===== src/hw/rtl/moalu_ram.sv =====
// Word memory: one write port, two read ports with registered read data.
module moalu_ram #(
    parameter int DEPTH = 128,
    parameter int DW    = 32,
    parameter int AW    = $clog2(DEPTH)
) (
    input  logic          clk,
    input  logic          we,
    input  logic [AW-1:0] waddr,
    input  logic [DW-1:0] wdata,
    input  logic          re,
    input  logic [AW-1:0] ra_addr,
    input  logic [AW-1:0] rb_addr,
    output logic [DW-1:0] ra_data,
    output logic [DW-1:0] rb_data
);

    logic [DW-1:0] mem [DEPTH];

    always_ff @(posedge clk)
    begin
        if (we)
        begin
            mem[waddr] <= wdata;
        end
    end

    always_ff @(posedge clk)
    begin
        if (re)
        begin
            ra_data <= mem[ra_addr];
            rb_data <= mem[rb_addr];
        end
    end

endmodule


===== config.mk =====
export PLATFORM = sky130hd
export DESIGN_NAME = moalu_ram
export DESIGN_NICKNAME = d
export VERILOG_FILES = /design/src/hw/rtl/moalu_ram.sv
export SDC_FILE = /design/constraint.sdc
export NUM_CORES = 2
export LEC_CHECK = 0
export CAP_MARGIN = 10
export CORE_UTILIZATION = 35
export CTS_CLUSTER_SIZE = 12
export DETAILED_ROUTE_END_ITERATION = 7
export DONT_BUFFER_PORTS = 1
export SLEW_MARGIN = 20
export SYNTH_ARGS = -nofsm -noshare
export SYNTH_HDL_FRONTEND = slang
export SYNTH_SLANG_ARGS = --single-unit

===== constraint.sdc =====
create_clock -name clk -period 4.88 [get_ports clk]
set_input_delay 0.488 -clock clk [delete_from_list [all_inputs] [get_ports clk]]
set_output_delay 0.488 -clock clk [all_outputs]
set_load 0.05 [all_outputs]

==> impl_results.md <==
* Status: completed
* Multi-input logic area at around 63,000 um2
* Post-placement cell area at between 200,000 and 250,000 um2
* Headroom to the max-slew limit at 0.159
* Worst hold slack at around 67 ps
* Postcts setup bufs at 0
* FF+latch count, synth at about 4,200
* Crit path DAT at around 5600 ps
* Synth top area cells: edfxtp_1, mux4_2, clkbuf_1
* CTS Buffer Depth at 4
* Ys async rst share at 0
* Num rows at roughly 270
* Peak Freq at between 200 and 250 MHz
* Yosys warnings at 0
* RSZ-0062 raised after global routing: no
* Via density at 6.33
* Skew-Pair Late Insertion Delay at 1050 ps
* Fillers at 46,418
* Fin crit share at 0.985
* Reg-to-reg endpoint: ra_data[2]$_DFFE_PP_
* Area leader, netlist: edfxtp_1
* Gp weighted congestion at between 0.8 and 0.9
* Chip height at approximately 740 um
* Post-synth EDFFs at ~4,200
* Slew @ Worst Pin at 1260 ps
* Worst hold path type: in2reg
* GRT overflow at 0
* # setup viols final at 0
* Worst Setup Start Kind: input pin
* I/O pin cnt at between 100 and 150
* Sequential-to-total area share from yosys stat at 0.660
* Routed via count at 97,885
* WP buf/inv at 5
* GRT Total Usage at 0.226
* Largest net degree at the start of global routing at 257
* Clock Sinks at 4,160
* Placed instance count at 14,587
* Final min period at ~4800 ps
* First DRT Iteration DRCs at about 14,000
* Lkg Pwr at approximately 0.064 uW
* Skew final at ~110 ps
* R2R Setup Slk at about 1500 ps
* Synth Instances at approximately 7,700
* Root buf cell: clkbuf_16
* CP Max Fanout at roughly 140
* Routed wire length at a little over 600 mm
* Synth Net Count at between 7,000 and 8,000
* Initial antenna violation count at 52
* Final Cell Area at between 200,000 and 250,000 um2
* Worst setup EP type: flip-flop
* Distinct cells, synth at 16
* Register area at roughly 120,000 um2
* Reg2reg path depth at 5
* CP top delay family: buffers and inverters
* Max Cap Violations at 0
* Synth cell count leaders: edfxtp_1, mux4_2, clkbuf_1, buf_1, nor2_1
* Crit path kind: in2reg
* Layout cells sized above 1 at 0.461
* Antenna Violating Nets Remaining at 0
* Dominant synthesized flop cell: edfxtp_1
* Avg Cell Area, Syn at between 20 and 25 um2
* Num CTS Buffers at about 440
* Maximum VDD drop at ~310 uV
* Slowest stage delay, CP at roughly 700 ps
* Highest-delay cell along the critical path: buf_16
* Die area at ~540,000 um2
* Tot Pwr at approximately 78,000 uW
* R2r startpoint: mem[5][2]$_DFFE_PP_
* CTS clk-pin slew, worst paths at about 60 ps
* Most used cell, CP: buf_16
* 1st-pass router iterations at 6
* Most frequent cell after synthesis: edfxtp_1
* CTS tree: done
* Starting density of the core at 0.352
* Port Buf Inserts at 0
* Final Hold Vio Count at 0
* Post-route insts no fill at 15,467
* Levels on crit path at 9
* NumNets Final at 7,981
* Routed len/inst at just over 40 um
* Hpwl dp at between 300 and 400 mm
* H-Tree Level Count at 5
* Post-synth top area share at 0.660
* Area Overhead vs Synth at 14.1%
* Crit path required time at approximately 5700 ps
* Die W at 738 um
* Power per cell area at ~360 nW/um2
* First-pass GRT wire length at about 850 mm
* Core area at 538,000 um2
* DRC viols at 0
* CP startpoint: rb_addr[2]
* Slew Limit Fails at 0
* Worst Setup EP: rb_data[9]$_DFFE_PP_
* CP Cell Sequence: buf_16, buf_16, buf_16, buf_16, buf_16, mux4_2, mux4_2, mux4_2, mux2_2
* Fin util at 0.402
* Mapped Area at approximately 190,000 um2
* Number of global-route vias before repair at ~100k
layer usage:
metal  vias to the layer above  wire, um  GRT usage
met5                         -       168          0
met4                        26     29600     0.0929
met3                      1259     69300     0.0592
met2                      6263    300000      0.364
met1                     54460    225000      0.294
li1                      35877         -          -
area by class of cell:
type                       count  share of cell area
clock inverter               226             0.00906
multi-input combinational   2922               0.291
tap                         7181              0.0416
timing repair buffer         402              0.0271
antenna                       24            0.000278
sequential                  4160               0.578
clock buffer                 552              0.0533
flip-flops by register name, summed over array words and instances, names as in the netlist:
signal / cells
ra_data: 32
mem: 4096
rb_data: 32
repair_timing:
action | CTS | global route
hold buffers | 75 | 0
setup endpoints to repair | 11 | 10
cloned | 2 | 1
endpoints found under the hold margin | 4340 | 0
gates resized for setup | 0 | 1
how the worst min path moves through the flow:
stage / start / cells past startpoint / end / slack, ps
after floorplan: wdata[0] / 0 / mem[0][0]$_DFFE_PP_ / 590
after global placement: wdata[13] / 0 / mem[46][13]$_DFFE_PP_ / 590
after detailed placement: wdata[13] / 0 / mem[109][13]$_DFFE_PP_ / 590
after CTS: ra_addr[5] / 2 / ra_data[5]$_DFFE_PP_ / 3
after global routing: ra_addr[6] / 2 / ra_data[12]$_DFFE_PP_ / 40
final: ra_addr[5] / 2 / ra_data[5]$_DFFE_PP_ / 70
metrics by stage:
step	setup TNS [ps]	setup slack, ps
3_3_place_gp	-39550	-1760
6_report	0	72.3
3_5_place_dp	-27830	-1490
4_1_cts	0	128
5_1_grt	0	118
2_1_floorplan	0	1150
logic make-up (layout without fill, tap and decap cells):
logic type / after synthesis / in the layout / synth area share
other: 0 / 24 / 0
buffers and inverters: 619 / 1180 / 0.0134
and+or+nand+nor: 170 / 170 / 0.00368
muxes: 2752 / 2752 / 0.323
DFF: 4160 / 4160 / 0.660
placed cells by master, fill, tap and decap left out, drive strengths merged:
cell	count
bufbuf	1
nand3	12
clkbuf	553
mux4	2688
bufinv	21
diode	24
mux2	64
or3	1
nand4	3
buf	361
nor2b	7
nand2	14
nand2b	2
clkinvlp	4
dlygate4sd3	39
edfxtp	4160
clkinv	194
nor2	122
inv	7
nor3	9
power by group:
part           internal (uW)  switching, uW  total, uW
logic                   2840           3110       5940
clock network          17800          14300      32100
registers              39600            379      39900
(Power assumes the default switching activity.)
