### config.mk
export PLATFORM = sky130hd
export DESIGN_NAME = moalu_div
export DESIGN_NICKNAME = d
export VERILOG_FILES = /design/src/hw/rtl/moalu_pkg.sv /design/src/hw/rtl/moalu_div.sv
export SDC_FILE = /design/constraint.sdc
export NUM_CORES = 1
export LEC_CHECK = 0
export BUFFER_PORTS_ARGS = -buffer_cell sky130_fd_sc_hd__buf_2
export CAP_MARGIN = 25
export CORE_AREA = 2 2 162 148
export CTS_CLUSTER_DIAMETER = 60
export CTS_CLUSTER_SIZE = 40
export DETAILED_ROUTE_END_ITERATION = 10
export DIE_AREA = 0 0 164 150
export PLACE_DENSITY = 0.64
export SYNTH_ARGS = -nofsm -noshare
export SYNTH_HDL_FRONTEND = slang
export SYNTH_SLANG_ARGS = --single-unit
### constraint.sdc
create_clock -name clk -period 3.5 [get_ports clk]
set_clock_uncertainty 0.2 [all_clocks]
set_input_delay 0.175 -clock clk [delete_from_list [all_inputs] [get_ports clk]]
set_output_delay 0.175 -clock clk [all_outputs]
set_load 0.02 [all_outputs]
### src/hw/rtl/moalu_pkg.sv
// Shared types, operation and fault codes, and index helper for the memory operand ALU.
package moalu_pkg;

    localparam int WORDS   = 128;
    localparam int IDX_W   = $clog2(WORDS);
    localparam int IDX_FW  = 7;
    localparam int Q_W     = 32;
    localparam int OP_W    = 3;
    localparam int FAULT_W = 2;

    localparam logic [OP_W-1:0] OP_LOAD = 3'd0;
    localparam logic [OP_W-1:0] OP_MOVE = 3'd1;
    localparam logic [OP_W-1:0] OP_ADD  = 3'd2;
    localparam logic [OP_W-1:0] OP_SUB  = 3'd3;
    localparam logic [OP_W-1:0] OP_MUL  = 3'd4;
    localparam logic [OP_W-1:0] OP_DIV  = 3'd5;

    localparam logic [FAULT_W-1:0] FAULT_NONE = 2'd0;
    localparam logic [FAULT_W-1:0] FAULT_OVF  = 2'd1;
    localparam logic [FAULT_W-1:0] FAULT_DIVZ = 2'd2;

    localparam logic [Q_W-1:0] Q_MAX = 32'h7FFF_FFFF;
    localparam logic [Q_W-1:0] Q_MIN = 32'h8000_0000;

    typedef struct packed {
        logic [OP_W-1:0]          req_type;
        logic [IDX_FW-1:0]        dest_index;
        logic                     src_is_memory;
        logic [IDX_FW-1:0]        src_index;
        logic signed [Q_W-1:0]    immediate;
    } req_t;

    typedef struct packed {
        logic [IDX_FW-1:0]        written_index;
        logic signed [Q_W-1:0]    written_value;
        logic [FAULT_W-1:0]       fault;
    } res_t;

    // Index field reduced modulo WORDS by conditional subtraction of WORDS << k.
    function automatic logic [IDX_W-1:0] word_index(input logic [IDX_FW-1:0] raw);
        logic [IDX_FW-1:0] v;
        v = raw;
        for (int k = IDX_FW - 1; k >= 0; k--) begin
            if (int'(v) >= (WORDS << k)) begin
                v = v - IDX_FW'(WORDS << k);
            end
        end
        return IDX_W'(v);
    endfunction

endpackage

### src/hw/rtl/moalu_div.sv
// Iterative Q16.16 divider, one quotient bit a cycle, with saturation and divide-by-zero.
module moalu_div (
    input  logic                              clk,
    input  logic                              rst_n,
    input  logic                              go,
    input  logic signed [moalu_pkg::Q_W-1:0]  dividend,
    input  logic signed [moalu_pkg::Q_W-1:0]  divisor,
    output logic                              done,
    output logic signed [moalu_pkg::Q_W-1:0]  quotient,
    output logic [moalu_pkg::FAULT_W-1:0]     fault
);
    import moalu_pkg::*;

    localparam int HALF  = Q_W / 2;
    localparam int CNT_W = $clog2(Q_W);

    typedef enum logic [1:0] {DV_IDLE, DV_CHECK, DV_RUN, DV_DONE} dv_state_t;
    typedef enum logic [1:0] {K_NORM, K_ZERO, K_OVF} kind_t;

    dv_state_t        state_reg, state_next;
    kind_t            kind_reg, kind_next;
    logic [Q_W-1:0]   a_reg, a_next;
    logic [Q_W-1:0]   b_reg, b_next;
    logic             neg_reg, neg_next;
    logic             dneg_reg, dneg_next;
    logic [Q_W-1:0]   rem_reg, rem_next;
    logic [Q_W-1:0]   sh_reg, sh_next;
    logic [Q_W-1:0]   q_reg, q_next;
    logic [CNT_W-1:0] cnt_reg, cnt_next;

    logic [Q_W:0]     trial;
    logic             q_bit;

    assign trial = {rem_reg, sh_reg[Q_W-1]};
    assign q_bit = (trial >= {1'b0, b_reg});

    always_comb
    begin
        state_next = state_reg;
        kind_next  = kind_reg;
        a_next     = a_reg;
        b_next     = b_reg;
        neg_next   = neg_reg;
        dneg_next  = dneg_reg;
        rem_next   = rem_reg;
        sh_next    = sh_reg;
        q_next     = q_reg;
        cnt_next   = cnt_reg;
        unique case (state_reg)
            DV_IDLE:
            begin
                if (go)
                begin
                    a_next     = dividend[Q_W-1] ? (~dividend + 1'b1) : dividend;
                    b_next     = divisor[Q_W-1] ? (~divisor + 1'b1) : divisor;
                    dneg_next  = dividend[Q_W-1];
                    neg_next   = dividend[Q_W-1] ^ divisor[Q_W-1];
                    state_next = DV_CHECK;
                end
            end
            DV_CHECK:
            begin
                kind_next = K_NORM;
                rem_next  = {{HALF{1'b0}}, a_reg[Q_W-1:HALF]};
                sh_next   = {a_reg[HALF-1:0], {HALF{1'b0}}};
                q_next    = '0;
                cnt_next  = '0;
                if (b_reg == '0)
                begin
                    kind_next  = K_ZERO;
                    state_next = DV_DONE;
                end
                else if ({{HALF{1'b0}}, a_reg[Q_W-1:HALF]} >= b_reg)
                begin
                    // quotient would need more than 32 bits
                    kind_next  = K_OVF;
                    state_next = DV_DONE;
                end
                else
                begin
                    state_next = DV_RUN;
                end
            end
            DV_RUN:
            begin
                rem_next = q_bit ? Q_W'(trial - {1'b0, b_reg}) : trial[Q_W-1:0];
                sh_next  = {sh_reg[Q_W-2:0], 1'b0};
                q_next   = {q_reg[Q_W-2:0], q_bit};
                cnt_next = cnt_reg + 1'b1;
                if (cnt_reg == CNT_W'(Q_W - 1))
                begin
                    state_next = DV_DONE;
                end
            end
            DV_DONE:
            begin
                state_next = DV_IDLE;
            end
            default:
            begin
                state_next = DV_IDLE;
            end
        endcase
    end

    always_ff @(posedge clk or negedge rst_n)
    begin
        if (!rst_n)
        begin
            state_reg <= DV_IDLE;
            kind_reg  <= K_NORM;
            a_reg     <= '0;
            b_reg     <= '0;
            neg_reg   <= 1'b0;
            dneg_reg  <= 1'b0;
            rem_reg   <= '0;
            sh_reg    <= '0;
            q_reg     <= '0;
            cnt_reg   <= '0;
        end
        else
        begin
            state_reg <= state_next;
            kind_reg  <= kind_next;
            a_reg     <= a_next;
            b_reg     <= b_next;
            neg_reg   <= neg_next;
            dneg_reg  <= dneg_next;
            rem_reg   <= rem_next;
            sh_reg    <= sh_next;
            q_reg     <= q_next;
            cnt_reg   <= cnt_next;
        end
    end

    assign done = (state_reg == DV_DONE);

    always_comb
    begin
        quotient = q_reg;
        fault    = FAULT_NONE;
        case (kind_reg)
            K_ZERO:
            begin
                fault = FAULT_DIVZ;
                if (a_reg == '0)
                begin
                    quotient = '0;
                end
                else
                begin
                    quotient = dneg_reg ? Q_MIN : Q_MAX;
                end
            end
            K_OVF:
            begin
                fault    = FAULT_OVF;
                quotient = neg_reg ? Q_MIN : Q_MAX;
            end
            default:
            begin
                if (!neg_reg)
                begin
                    if (q_reg[Q_W-1])
                    begin
                        fault    = FAULT_OVF;
                        quotient = Q_MAX;
                    end
                end
                else if (q_reg > Q_MIN)
                begin
                    fault    = FAULT_OVF;
                    quotient = Q_MIN;
                end
                else
                begin
                    quotient = ~q_reg + 1'b1;
                end
            end
        endcase
    end

endmodule

==> out/summary.txt <==
Setup slack, reg-to-reg - 0.17 ns
Synth Warn # - 0
Clock Tree Root - clkbuf_16
I/O Pins - 102
RSZ-0062 raised after global routing - true
Commonest non-fill, non-tap cells in the layout - dfrtp_1, o21ai_0, nand2_1
Max-cap violations - 0
Clock sink total - 155
Share of cells above drive strength 1 - 16.5%
Most common cell after layout, fill and taps aside - dfrtp_1
Start point of the critical path - q_reg[1]$_DFFE_PN0P_
Number of fill cells - 1983
GRT Overall Usage - 26.3%
Sequential cell area fraction in the yosys report - 34.5%
Worst Setup End Kind - primary output
Dominant synthesized flop cell - dfrtp_1
Die Area - 24600 um2
Detailed Routing Iterations Pass 1 - 5
Post-synth cell types - 83
Final instance area - 14100 um2
Core area - 23000 um2
Startpoint class of the critical path - flip-flop
Clock Latency Late Sink - 0.45 ns
FF+latch count, synth - 155
DRC Markers - 0
Post-DRT Antenna Nets - 0
Leak Pwr - 6.38 nW
Syn Area/Cell - 8.29 um2
Final setup fails - 3
Post-synthesis async set-or-reset flop share - 100%
Initial antenna violation count - 0
Crit path kind - flip-flop to primary output
Routability cong. - 0.872
Final WL - 32.0 mm
Antenna cells - 0
Chip Width - 164 um
Storage cell area - 3880 um2
H-tree Lvls - 4
Nets - 1657
Relative slew slack - 49.0%
Critical path peak fanout - 4
Initial Utilization - 48.9%
Met2 Track Usage GR - 40.9%
Grt peak-use layer - met2
First-pass GRT wire length - 51.4 mm
Tcrit/Tclk final - 102%
Fin crit period - 3.56 ns
DP Area - 12100 um2
Post-synth top area cell - dfrtp_1
Largest net degree at the start of global routing - 117
Mapped Area - 11300 um2
Area growth, synth to finish - 25.1%
Cells on worst reg2reg path - 11
Grt total ovfl - 0
Top cells by area, synth - dfrtp_1, ha_1, o21ai_0
DR vias - 10700
Clock Tree Buf Depth - 2
PortBufs - 101
CTS tree - built
Multi-input gate area - 6900 um2
Hold Startpoint - dividend[31]
PwrDens - 791 nW/um2
Worst-margin pin slew - 0.761 ns
Final worst slack - -0.0609 ns
FMAX - 0.281 GHz
Die Ht - 150 um
Worst Setup EP - quotient[25]
DP Wirelength - 21.8 mm
Syn nets - 1486
Final hold vios - 0
Top cell type's share of synthesized area - 34.5%
Peak supply drop - 0.620 mV
Rows - 53
Failing checks - setup timing
Vias in the first global route - 10100
Starting DRT DRC Count - 823
CP required - 3.12 ns
Routed len/inst - 17.4 um
Final Max Slew Viols - 0
R2R Path End - rem_reg[6]$_DFFE_PN0P_
Setup_tns - -0.0946 ns
Synth Instances - 1358
RR Startpoint - b_reg[7]$_DFFE_PN0P_
Via density - 5.81
Post-synth EDFFs - 0
CTS buffer count - 17
Status - complete, but fails checks
Met3 GRT Util - 4.07%
Clk slew on worst S/H paths - 0.07 ns
Hold WC Path Type - primary input to flip-flop
WP data arrival - 3.19 ns
Met1 usage - 37.2%
## worst min-delay path by stage
stage / endpoint / cells after the start
finish: dneg_reg$_DFFE_PN0P_ / 3
floorplan: a_reg[0]$_DFFE_PN0P_ / 0
global route: dneg_reg$_DFFE_PN0P_ / 3
global placement: b_reg[26]$_DFFE_PN0P_ / 1
CTS: dneg_reg$_DFFE_PN0P_ / 3
detailed placement: b_reg[28]$_DFFE_PN0P_ / 1
## synth_stat cells, types with 21 or more instances
cell,instances
dfrtp_1,155
o21ai_0,148
nand2_1,140
inv_1,105
a21oi_1,83
xor2_1,66
nand3_1,62
ha_1,60
nor2_1,58
clkbuf_1,56
mux2i_1,40
a21o_1,33
nor3_1,29
o31ai_1,26
nor4_1,24
nand4_1,21
## kinds of logic after synthesis
logic type	Yosys count	synth area share, %
fa+ha+maj	61	6.85
mux	40	3.56
buf+inv	184	6.52
flops	155	34.5
xor+xnor	82	6.38
compound gates	414	23.4
simple gates	422	18.8
## layout make-up
class / instances / area share (%)
Clock buffer: 17 / 3.02
Tap cell: 302 / 2.68
Clock inverter: 15 / 1.53
Multi-Input combinational cell: 1019 / 49.0
Sequential cell: 155 / 27.6
Inverter: 106 / 2.83
Timing Repair Buffer: 230 / 13.4
## power by group
group	switching [mW]	internal, mW	leakage [nW]
logic	3.71	2.49	4.06
clock network	0.945	1.04	0.309
registers	0.556	2.38	2.01
## critical path, stage by stage, from the launching register on
cell	delay (ns)
dfrtp_1	0.41
nor2_1	0.29
nand4_1	0.24
or4_1	0.48
nand4b_1	0.33
buf_4	0.24
nor3_1	0.18
nor3_1	0.07
a21oi_1	0.21
a21oi_1	0.10
buf_4	0.19
## metrics by stage
step	total power, mW	setup slack (ns)	cells	util, %	hold WS (ns)
2_1_floorplan	7.08	0.284	1358	-	-0.321
3_3_place_gp	8.53	0.0906	1712	52.6	-0.0193
3_5_place_dp	8.63	0.0693	1712	52.6	-0.0186
4_1_cts	10.8	-0.0100	1836	59.5	0.0377
5_1_grt	12.0	-0.201	1844	61.2	0.0735
6_report	11.1	-0.0609	1844	61.2	0.0394
## layer usage
layer	vias to the layer above	share of wire [%]
met2	302	46
met5	-	0
li1	5250	-
met1	5102	47
met4	0	2.6
met3	64	4.5
## what timing repair did
action | 4_1_cts | 5_1_grt
gates cloned | 0 | 3
endpoints found under the setup margin | 29 | 64
setup buffers | 7 | 6
endpoints found under the hold margin | 118 | 0
gates resized for setup | 8 | 88
pin swaps | 3 | 34
hold buffers | 85 | 0
No activity file was read; power rests on OpenSTA's default activity.
